===== src/rtl/core/shortest_remaining_time_scheduler_defines.svh =====
// assertion macros used by the scheduler engine rtl
`ifndef SHORTEST_REMAINING_TIME_SCHEDULER_DEFINES_SVH
`define SHORTEST_REMAINING_TIME_SCHEDULER_DEFINES_SVH

// same-cycle implication
`define SRTS_ASSERT_IMP(name, clk, rstn, ante, cons, msg) \
    name: assert property (@(posedge clk) disable iff (!rstn) (ante) |-> (cons)) \
        else $error(msg);

// next-cycle implication
`define SRTS_ASSERT_NXT(name, clk, rstn, ante, cons, msg) \
    name: assert property (@(posedge clk) disable iff (!rstn) (ante) |=> (cons)) \
        else $error(msg);

`endif


===== src/rtl/core/srt_pkg.sv =====
// shared types and constants of the shortest remaining time scheduler
`default_nettype none

package srt_pkg;

    localparam int SLOTS          = 64;
    localparam int SLOT_BITS      = $clog2(SLOTS);
    localparam int TIME_BITS      = 24;
    localparam int ARR_BITS       = 16;
    localparam int REM_BITS       = 16;
    localparam int PCOUNT_BITS    = 7;
    localparam int CNT_BITS       = 7;
    localparam int IN_TDATA_BITS  = 40;
    localparam int OUT_TDATA_BITS = 104;

    localparam logic FUNC_LOAD = 1'b0;
    localparam logic FUNC_TICK = 1'b1;

    typedef enum logic [1:0] {
        ST_IDLE,
        ST_SCAN,
        ST_UPDATE,
        ST_DONE
    } srt_state_t;

    typedef struct packed {
        logic [ARR_BITS-1:0]  arrival;
        logic [REM_BITS-1:0]  remaining;
        logic [TIME_BITS-1:0] waiting;
    } srt_entry_t;

    typedef struct packed {
        logic                   start;
        logic                   load;
        logic [SLOT_BITS-1:0]   slot;
        logic [ARR_BITS-1:0]    arrival;
        logic [REM_BITS-1:0]    burst;
        logic [PCOUNT_BITS-1:0] n;
        logic [TIME_BITS-1:0]   t;
    } srt_cmd_t;

    typedef struct packed {
        logic                 idle;
        logic                 done;
        logic                 load;
        logic                 found;
        logic [SLOT_BITS-1:0] best;
        logic                 finished;
        logic [ARR_BITS-1:0]  arrival;
        logic [TIME_BITS-1:0] waiting;
    } srt_stat_t;

endpackage

`default_nettype wire


===== src/rtl/core/srt_ram.sv =====
// generic simple dual port ram with registered read
`default_nettype none

module srt_ram #(
    parameter int WIDTH = 8,
    parameter int DEPTH = 16
) (
    input  wire logic                     aclk,
    input  wire logic                     wr_en,
    input  wire logic [$clog2(DEPTH)-1:0] wr_addr,
    input  wire logic [WIDTH-1:0]         wr_data,
    input  wire logic                     rd_en,
    input  wire logic [$clog2(DEPTH)-1:0] rd_addr,
    output logic      [WIDTH-1:0]         rd_data
);

    logic [WIDTH-1:0] mem [DEPTH];

    always_ff @(posedge aclk) begin
        if (wr_en) begin
            mem[wr_addr] <= wr_data;
        end
        if (rd_en) begin
            rd_data <= mem[rd_addr];
        end
    end

endmodule

`default_nettype wire


===== src/rtl/core/srt_engine.sv =====
// slot table with the minimum search pass and the update pass
`default_nettype none
`include "shortest_remaining_time_scheduler_defines.svh"

module srt_engine (
    input  wire logic              aclk,
    input  wire logic              aresetn,
    input  wire srt_pkg::srt_cmd_t cmd,
    input  wire logic              ack,
    output srt_pkg::srt_stat_t     stat
);

    srt_pkg::srt_state_t state_reg, state_next;

    logic [srt_pkg::PCOUNT_BITS-1:0] idx_reg, idx_next;
    logic                            rd_vld_reg;
    logic [srt_pkg::SLOT_BITS-1:0]   rd_idx_reg;
    logic                            found_reg;
    logic [srt_pkg::SLOT_BITS-1:0]   best_reg;
    logic [srt_pkg::REM_BITS-1:0]    best_rem_reg;
    logic                            fin_reg;
    logic [srt_pkg::ARR_BITS-1:0]    fin_arr_reg;
    logic [srt_pkg::TIME_BITS-1:0]   fin_wait_reg;
    logic                            load_reg;

    logic                          rd_en;
    logic [srt_pkg::SLOT_BITS-1:0] rd_addr;
    logic                          wr_en;
    logic [srt_pkg::SLOT_BITS-1:0] wr_addr;
    srt_pkg::srt_entry_t           wr_data;
    srt_pkg::srt_entry_t           rd_entry;
    srt_pkg::srt_entry_t           upd_entry;
    srt_pkg::srt_entry_t           load_entry;
    logic                          elig;
    logic                          is_best;
    logic [srt_pkg::REM_BITS-1:0]  rem_dec;
    logic                          pass_end;

    srt_ram #(
        .WIDTH ($bits(srt_pkg::srt_entry_t)),
        .DEPTH (srt_pkg::SLOTS)
    ) u_table (
        .aclk    (aclk),
        .wr_en   (wr_en),
        .wr_addr (wr_addr),
        .wr_data (wr_data),
        .rd_en   (rd_en),
        .rd_addr (rd_addr),
        .rd_data (rd_entry)
    );

    // per-entry datapath
    always_comb begin
        elig    = (srt_pkg::TIME_BITS'(rd_entry.arrival) < cmd.t) &&
                  (rd_entry.remaining != '0);
        is_best = found_reg && (rd_idx_reg == best_reg);
        rem_dec = rd_entry.remaining - srt_pkg::REM_BITS'(1);
        upd_entry = rd_entry;
        if (is_best) begin
            upd_entry.remaining = rem_dec;
        end else if (elig && (rd_entry.waiting != '1)) begin
            upd_entry.waiting = rd_entry.waiting + srt_pkg::TIME_BITS'(1);
        end
        load_entry.arrival   = cmd.arrival;
        load_entry.remaining = cmd.burst;
        load_entry.waiting   = '0;
        pass_end = (idx_reg >= cmd.n) && !rd_vld_reg;
    end

    // next state
    always_comb begin
        state_next = state_reg;
        case (state_reg)
            srt_pkg::ST_IDLE: begin
                if (cmd.start) begin
                    state_next = cmd.load ? srt_pkg::ST_DONE : srt_pkg::ST_SCAN;
                end
            end
            srt_pkg::ST_SCAN: begin
                if (pass_end) begin
                    state_next = srt_pkg::ST_UPDATE;
                end
            end
            srt_pkg::ST_UPDATE: begin
                if (pass_end) begin
                    state_next = srt_pkg::ST_DONE;
                end
            end
            srt_pkg::ST_DONE: begin
                if (ack) begin
                    state_next = srt_pkg::ST_IDLE;
                end
            end
            default: state_next = srt_pkg::ST_IDLE;
        endcase
    end

    // outputs
    always_comb begin
        rd_en   = 1'b0;
        rd_addr = idx_reg[srt_pkg::SLOT_BITS-1:0];
        wr_en   = 1'b0;
        wr_addr = rd_idx_reg;
        wr_data = upd_entry;
        idx_next = idx_reg;
        case (state_reg)
            srt_pkg::ST_IDLE: begin
                idx_next = '0;
                wr_addr  = cmd.slot;
                wr_data  = load_entry;
                wr_en    = cmd.start && cmd.load;
            end
            srt_pkg::ST_SCAN: begin
                rd_en = idx_reg < cmd.n;
                if (rd_en) begin
                    idx_next = idx_reg + srt_pkg::PCOUNT_BITS'(1);
                end else if (pass_end) begin
                    idx_next = '0;
                end
            end
            srt_pkg::ST_UPDATE: begin
                rd_en = idx_reg < cmd.n;
                wr_en = rd_vld_reg;
                if (rd_en) begin
                    idx_next = idx_reg + srt_pkg::PCOUNT_BITS'(1);
                end
            end
            srt_pkg::ST_DONE: begin
                idx_next = '0;
            end
            default: idx_next = '0;
        endcase
        stat.idle     = state_reg == srt_pkg::ST_IDLE;
        stat.done     = state_reg == srt_pkg::ST_DONE;
        stat.load     = load_reg;
        stat.found    = found_reg;
        stat.best     = best_reg;
        stat.finished = fin_reg;
        stat.arrival  = fin_arr_reg;
        stat.waiting  = fin_wait_reg;
    end

    always_ff @(posedge aclk) begin
        if (!aresetn) begin
            state_reg  <= srt_pkg::ST_IDLE;
            idx_reg    <= '0;
            rd_vld_reg <= 1'b0;
            found_reg  <= 1'b0;
            fin_reg    <= 1'b0;
            load_reg   <= 1'b0;
        end else begin
            state_reg  <= state_next;
            idx_reg    <= idx_next;
            rd_vld_reg <= rd_en;
            if (state_reg == srt_pkg::ST_IDLE && cmd.start) begin
                found_reg <= 1'b0;
                fin_reg   <= 1'b0;
                load_reg  <= cmd.load;
            end
            if (state_reg == srt_pkg::ST_SCAN && rd_vld_reg && elig &&
                (!found_reg || rd_entry.remaining < best_rem_reg)) begin
                found_reg <= 1'b1;
            end
            if (state_reg == srt_pkg::ST_UPDATE && rd_vld_reg && is_best &&
                rem_dec == '0) begin
                fin_reg <= 1'b1;
            end
        end
    end

    always_ff @(posedge aclk) begin
        rd_idx_reg <= idx_reg[srt_pkg::SLOT_BITS-1:0];
        if (state_reg == srt_pkg::ST_SCAN && rd_vld_reg && elig &&
            (!found_reg || rd_entry.remaining < best_rem_reg)) begin
            best_reg     <= rd_idx_reg;
            best_rem_reg <= rd_entry.remaining;
        end
        if (state_reg == srt_pkg::ST_UPDATE && rd_vld_reg && is_best) begin
            fin_arr_reg  <= rd_entry.arrival;
            fin_wait_reg <= rd_entry.waiting;
        end
    end

    `SRTS_ASSERT_IMP(a_rd_vld_busy, aclk, aresetn, rd_vld_reg,
        state_reg == srt_pkg::ST_SCAN || state_reg == srt_pkg::ST_UPDATE,
        "read data returned outside a pass")
    `SRTS_ASSERT_IMP(a_no_rw_clash, aclk, aresetn, wr_en && rd_en,
        wr_addr != rd_addr, "write back collides with the next read")
    `SRTS_ASSERT_IMP(a_fin_needs_win, aclk, aresetn, fin_reg, found_reg,
        "completion flagged without a chosen slot")
    `SRTS_ASSERT_NXT(a_ack_to_idle, aclk, aresetn,
        state_reg == srt_pkg::ST_DONE && ack, state_reg == srt_pkg::ST_IDLE,
        "engine did not release after result taken")

endmodule

`default_nettype wire


===== src/rtl/core/shortest_remaining_time_scheduler.sv =====
// Preemptive shortest-remaining-time-first scheduler over 64 process slots.
// The slot table (arrival, remaining and waiting ticks) lives in one
// single-read, single-write memory with a registered read. A load item writes
// its slot and restarts the run (the tick and completion counters
// go to zero). A tick item reads the slots in use twice: a first pass finds
// the eligible slot with the least remaining time, a second pass rewrites
// every slot in use, decrementing the chosen slot's remaining time and
// incrementing the waiting count of each other eligible slot. With n slots
// in use (process_count, capped at 64) each pass reads the n slots and then
// drains the read pipeline; the result then goes to the output register and
// the engine returns to idle, and only then is a new item accepted. A full
// output register stalls the engine only when the next result is ready.
// The next item is accepted while the previous result waits in the output
// register. process_count is to be written only while the block is idle;
// the block itself does not enforce this.
`default_nettype none

module shortest_remaining_time_scheduler (
    input  wire logic                                aclk,
    input  wire logic                                aresetn,
    input  wire logic                                s_tvalid,
    output logic                                     s_tready,
    // slot, arrival, burst
    input  wire logic [srt_pkg::IN_TDATA_BITS-1:0]   s_tdata,
    // func
    input  wire logic [0:0]                          s_tuser,
    output logic                                     m_tvalid,
    input  wire logic                                m_tready,
    // chosen_slot, completion_time, turnaround, waiting_time, tick_time, all_done
    output logic      [srt_pkg::OUT_TDATA_BITS-1:0]  m_tdata,
    // ran, finished
    output logic      [1:0]                          m_tuser,
    input  wire logic                                cfg_valid,
    output logic                                     cfg_ready,
    input  wire logic [srt_pkg::PCOUNT_BITS-1:0]     cfg_data
);

    logic [srt_pkg::PCOUNT_BITS-1:0] pcount_reg;
    logic [srt_pkg::TIME_BITS-1:0]   tick_reg, tick_next;
    logic [srt_pkg::CNT_BITS-1:0]    cnt_reg, cnt_next;
    logic                            m_tvalid_reg;
    logic [srt_pkg::OUT_TDATA_BITS-1:0] m_tdata_reg, m_tdata_next;
    logic [1:0]                      m_tuser_reg, m_tuser_next;

    logic [srt_pkg::PCOUNT_BITS-1:0] n_use;
    srt_pkg::srt_cmd_t               cmd;
    srt_pkg::srt_stat_t              stat;
    logic                            ack;
    logic                            ran;
    logic [srt_pkg::TIME_BITS-1:0]   ct;
    logic [srt_pkg::TIME_BITS-1:0]   tat;
    logic [srt_pkg::TIME_BITS-1:0]   wt;
    logic [srt_pkg::TIME_BITS-1:0]   tt;
    logic [srt_pkg::SLOT_BITS-1:0]   chosen;
    logic                            all_done;

    assign cfg_ready = 1'b1;
    assign n_use = (pcount_reg > srt_pkg::PCOUNT_BITS'(srt_pkg::SLOTS)) ?
                   srt_pkg::PCOUNT_BITS'(srt_pkg::SLOTS) : pcount_reg;

    assign s_tready = stat.idle;
    assign m_tvalid = m_tvalid_reg;
    assign m_tdata  = m_tdata_reg;
    assign m_tuser  = m_tuser_reg;

    always_comb begin
        cmd.start   = s_tvalid && s_tready;
        cmd.load    = s_tuser[0] == srt_pkg::FUNC_LOAD;
        cmd.slot    = s_tdata[5:0];
        cmd.arrival = s_tdata[21:6];
        cmd.burst   = s_tdata[37:22];
        cmd.n       = n_use;
        cmd.t       = tick_reg;
    end

    srt_engine u_engine (
        .aclk    (aclk),
        .aresetn (aresetn),
        .cmd     (cmd),
        .ack     (ack),
        .stat    (stat)
    );

    assign ack = stat.done && (!m_tvalid_reg || m_tready);

    // result and counter update
    always_comb begin
        ran      = !stat.load && stat.found;
        chosen   = ran ? stat.best : '0;
        ct       = '0;
        tat      = '0;
        wt       = '0;
        tt       = stat.load ? '0 : tick_reg;
        tick_next = tick_reg;
        cnt_next  = cnt_reg;
        if (stat.load) begin
            tick_next = '0;
            cnt_next  = '0;
        end else begin
            if (tick_reg != '1) begin
                tick_next = tick_reg + srt_pkg::TIME_BITS'(1);
            end
            if (stat.finished) begin
                ct  = tick_reg;
                tat = tick_reg - srt_pkg::TIME_BITS'(stat.arrival);
                wt  = stat.waiting;
                if (cnt_reg != '1) begin
                    cnt_next = cnt_reg + srt_pkg::CNT_BITS'(1);
                end
            end
        end
        all_done     = cnt_next >= n_use;
        m_tdata_next = {1'b0, all_done, tt, wt, tat, ct, chosen};
        m_tuser_next = {ran && stat.finished, ran};
    end

    always_ff @(posedge aclk) begin
        if (!aresetn) begin
            pcount_reg   <= srt_pkg::PCOUNT_BITS'(1);
            tick_reg     <= '0;
            cnt_reg      <= '0;
            m_tvalid_reg <= 1'b0;
        end else begin
            if (cfg_valid && cfg_ready) begin
                pcount_reg <= cfg_data;
            end
            if (ack) begin
                tick_reg     <= tick_next;
                cnt_reg      <= cnt_next;
                m_tvalid_reg <= 1'b1;
            end else if (m_tready) begin
                m_tvalid_reg <= 1'b0;
            end
        end
    end

    always_ff @(posedge aclk) begin
        if (ack) begin
            m_tdata_reg <= m_tdata_next;
            m_tuser_reg <= m_tuser_next;
        end
    end

endmodule

`default_nettype wire

===== config.mk =====
export PLATFORM = sky130hd
export DESIGN_NAME = shortest_remaining_time_scheduler
export DESIGN_NICKNAME = d
export VERILOG_FILES = /design/src/rtl/core/srt_pkg.sv /design/src/rtl/core/srt_ram.sv /design/src/rtl/core/srt_engine.sv /design/src/rtl/core/shortest_remaining_time_scheduler.sv
export VERILOG_INCLUDE_DIRS = /design/src /design/src/rtl/core
export SDC_FILE = /design/constraint.sdc
export NUM_CORES = 2
export LEC_CHECK = 0
export BUFFER_PORTS_ARGS = -buffer_cell sky130_fd_sc_hd__buf_2
export CAP_MARGIN = 20
export CORE_UTILIZATION = 40
export DETAILED_ROUTE_END_ITERATION = 8
export PLACE_DENSITY = 0.52
export SETUP_SLACK_MARGIN = 0.2
export SLEW_MARGIN = 20
export SYNTH_ARGS = -nofsm -noshare
export SYNTH_HDL_FRONTEND = slang
export SYNTH_SLANG_ARGS = --single-unit

===== constraint.sdc =====
create_clock -name aclk -period 9.7 [get_ports aclk]
set_input_delay 0.485 -clock aclk [delete_from_list [all_inputs] [get_ports aclk]]
set_output_delay 0.485 -clock aclk [all_outputs]
set_load 0.02 [all_outputs]

==> impl_metrics.tcl <==
set metrics [dict create \
    outcome "complete, no violations" \
    cts_buffer_depth 4 \
    crit_chain "inv_1 -> ha_1 -> nand2_1 -> o21ai_1 -> buf_4 -> nand3_1 -> nor2_4 -> buf_4 -> buf_4" \
    first_iter_violations 7485 \
    final_cells 12200 \
    dp_cells 11400 \
    timing.final.max_slew_violations 0 \
    dp_slack_ps 4590 \
    syn-num-nets 6474 \
    cp-start-kind "flip-flop" \
    track_usage 0.220 \
    leakagePower_nw 51.9 \
    area_growth_pct 14.5 \
    die_w_um 613 \
    drive_gt1_frac 0.312 \
    setup_viol 0 \
    grt_max_degree 119 \
    clock.fmax_mhz 195 \
    core-area_um2 372000 \
    postLayoutCoreUtil 0.460 \
    peakVddDrop_v 0.000195 \
    fin_setup_tns_ps 0 \
    slew_headroom 0.214 \
    startpoint "u_engine.state_reg[0]" \
    floorplan.initialDensity 0.402 \
    cts-root-buf "clkbuf_16" \
    yosysSeqAreaShare 0.773 \
    die-area_um2 376000 \
    synthFlopType "edfxtp_1" \
    grt_overflow 0 \
    rsz0062_at_grt "false" \
    fin_ws_ps 4570 \
    tightest_slew_ps 1180 \
    cts.clk_slew.worst_paths_ps 60 \
    row_count 224 \
    crit_required_ps 10280 \
    rr_worst_depth 9 \
    cpPeakStageDelay_ps 900 \
    synth_top_area_frac 0.765 \
    antenna_found_initial 16 \
    cts_hold_buf 20 \
    synth-edff-count 3807 \
    cts_made_buffers 402 \
    postCtsSetupBuffers 0 \
    postSynthCellCount 6348 \
    detail_route.wl_per_cell_um 34.2 \
    worstPathArrival_ps 5710 \
    final_cell_mix "edfxtp_1 (3807), mux4_2 (1176), clkbuf_16 (411), buf_4 (171), buf_2 (157)" \
    crit_slowest_cell "buf_4" \
    synth_area_um2 149000 \
    drc_errors 0 \
    syn_area_per_cell_um2 23.5 \
    ys_types 65 \
    yosys-top-cells-area "edfxtp_1 (77%), mux4_2 (18%), dfxtp_1 (0.78%), ha_1 (0.60%), nor2_1 (0.56%)" \
    layout_commonest_cell "edfxtp_1" \
    vias 70000 \
    drv_cap 0 \
    nets 6955 \
    ios 162 \
    ant_nets 0 \
    ys_warn_count 0 \
    synthArstFlopShare 0 \
    powerDensity_nw_per_um2 264 \
    ys_ff_latch 3865 \
    post_cts_resized 0 \
    total_power_mw 45.2 \
    rr_startpoint "u_engine.state_reg[0]" \
    yosys.area.top_type "edfxtp_1" \
    skew_ps 70.1 \
    end_kind "flip-flop" \
    insertion_delay_ps 980 \
    die_y_um 613 \
    crit_path_max_fanout 32 \
    finalHoldViolations 0 \
    grt_first_pass_wirelength_um 576000 \
    avgViaCountPerCell 5.76 \
    routed_wl_um 416000 \
    grt_pass1_vias 71800 \
    critPathKind "reg -> reg" \
    min_period_ps 5130 \
    cts_tree "done" \
    gp_congestion 0.796 \
    min_period_over_period 0.529 \
    largest_reg_flops 3584 \
    worstHoldPathCells 3 \
    dp_hpwl_um 222000 \
    min_path_type "in -> reg" \
    cpMostUsedCell "buf_4" \
    hold_path.startpoint "s_tdata[28]" \
    portBuffers 157 \
    firstDrtPassIters 5 \
    cts.sinks 3865 \
    htree_num_levels 5 \
]
[logic make-up after synthesis]
group / after synthesis / share of synthesized area
XOR/XNOR: 62 / 0.00363
AND/OR/NAND/NOR: 565 / 0.0186
AO/OA/AOI/OAI: 172 / 0.00703
flip-flops: 3865 / 0.773
adder cells (fa/ha/maj): 73 / 0.00616
other: 2 / 0.0000503
multiplexers: 1227 / 0.181
buffers and inverters: 382 / 0.0107
[power by group]
part           switching (mW)  internal (mW)
logic                    5.35           2.87
clock network            6.45           8.60
registers               0.417           21.5
total                    12.2           33.0
[final cells by class]
class                      count  area, µm²
fill                       30800     201000
timing repair buffer         387       3080
antenna                       23       57.6
sequential                  3865     116000
clock buffer                 500      10600
inverter                      72        275
multi-input combinational   2101      33200
tap                         4972       6220
clock inverter               238       2060
[metal layers]
metal	vias to the layer above	GRT usage	part of all wire
met5	-	0	0
met4	0	0.0637	0.028
met3	549	0.0264	0.053
met2	2333	0.376	0.51
met1	39000	0.299	0.41
li1	28200	-	-
[stage by stage]
| step | area, µm² | hold slack, ps |
|---|---|---|
| 2_1_floorplan | 149000 | 352 |
| 3_3_place_gp | 158000 | 464 |
| 3_5_place_dp | 158000 | 459 |
| 4_1_cts | 171000 | 5.65 |
| 5_1_grt | 171000 | 76.7 |
| 6_report | 171000 | 72.4 |
[cell usage after synthesis (30+ instances only)]
master       n
a21oi_1     55
xnor2_1     40
and2_1      43
nor2_1     222
edfxtp_1  3807
buf_2       91
mux4_2    1176
o21ai_0     50
mux2_2      37
inv_1       70
nand3_1     37
nand2_1     92
dfxtp_1     58
buf_1       37
nor2b_1     30
clkbuf_1   172
ha_1        72
[worst max-delay path, delay by kind of cell (launching register included)]
family	cells	cell delay, ps
and+or+nand+nor	3	1890
buffers and inverters	4	1870
DFF	1	340
AOI/OAI and AO/OA	1	300
adders and majority gates	1	270
[final timing paths]
| path | endpoint | slack (ps) |
|---|---|---|
| worst min register to register | m_tdata[69] | 490 |
| worst max-delay path | u_engine.u_table.mem[17][22] | 4570 |
| worst min-delay path | u_engine.u_table.mem[52][30] | 70 |
| worst max register to register | u_engine.u_table.mem[17][22] | 4570 |
Power figures use the tool's default switching activity.
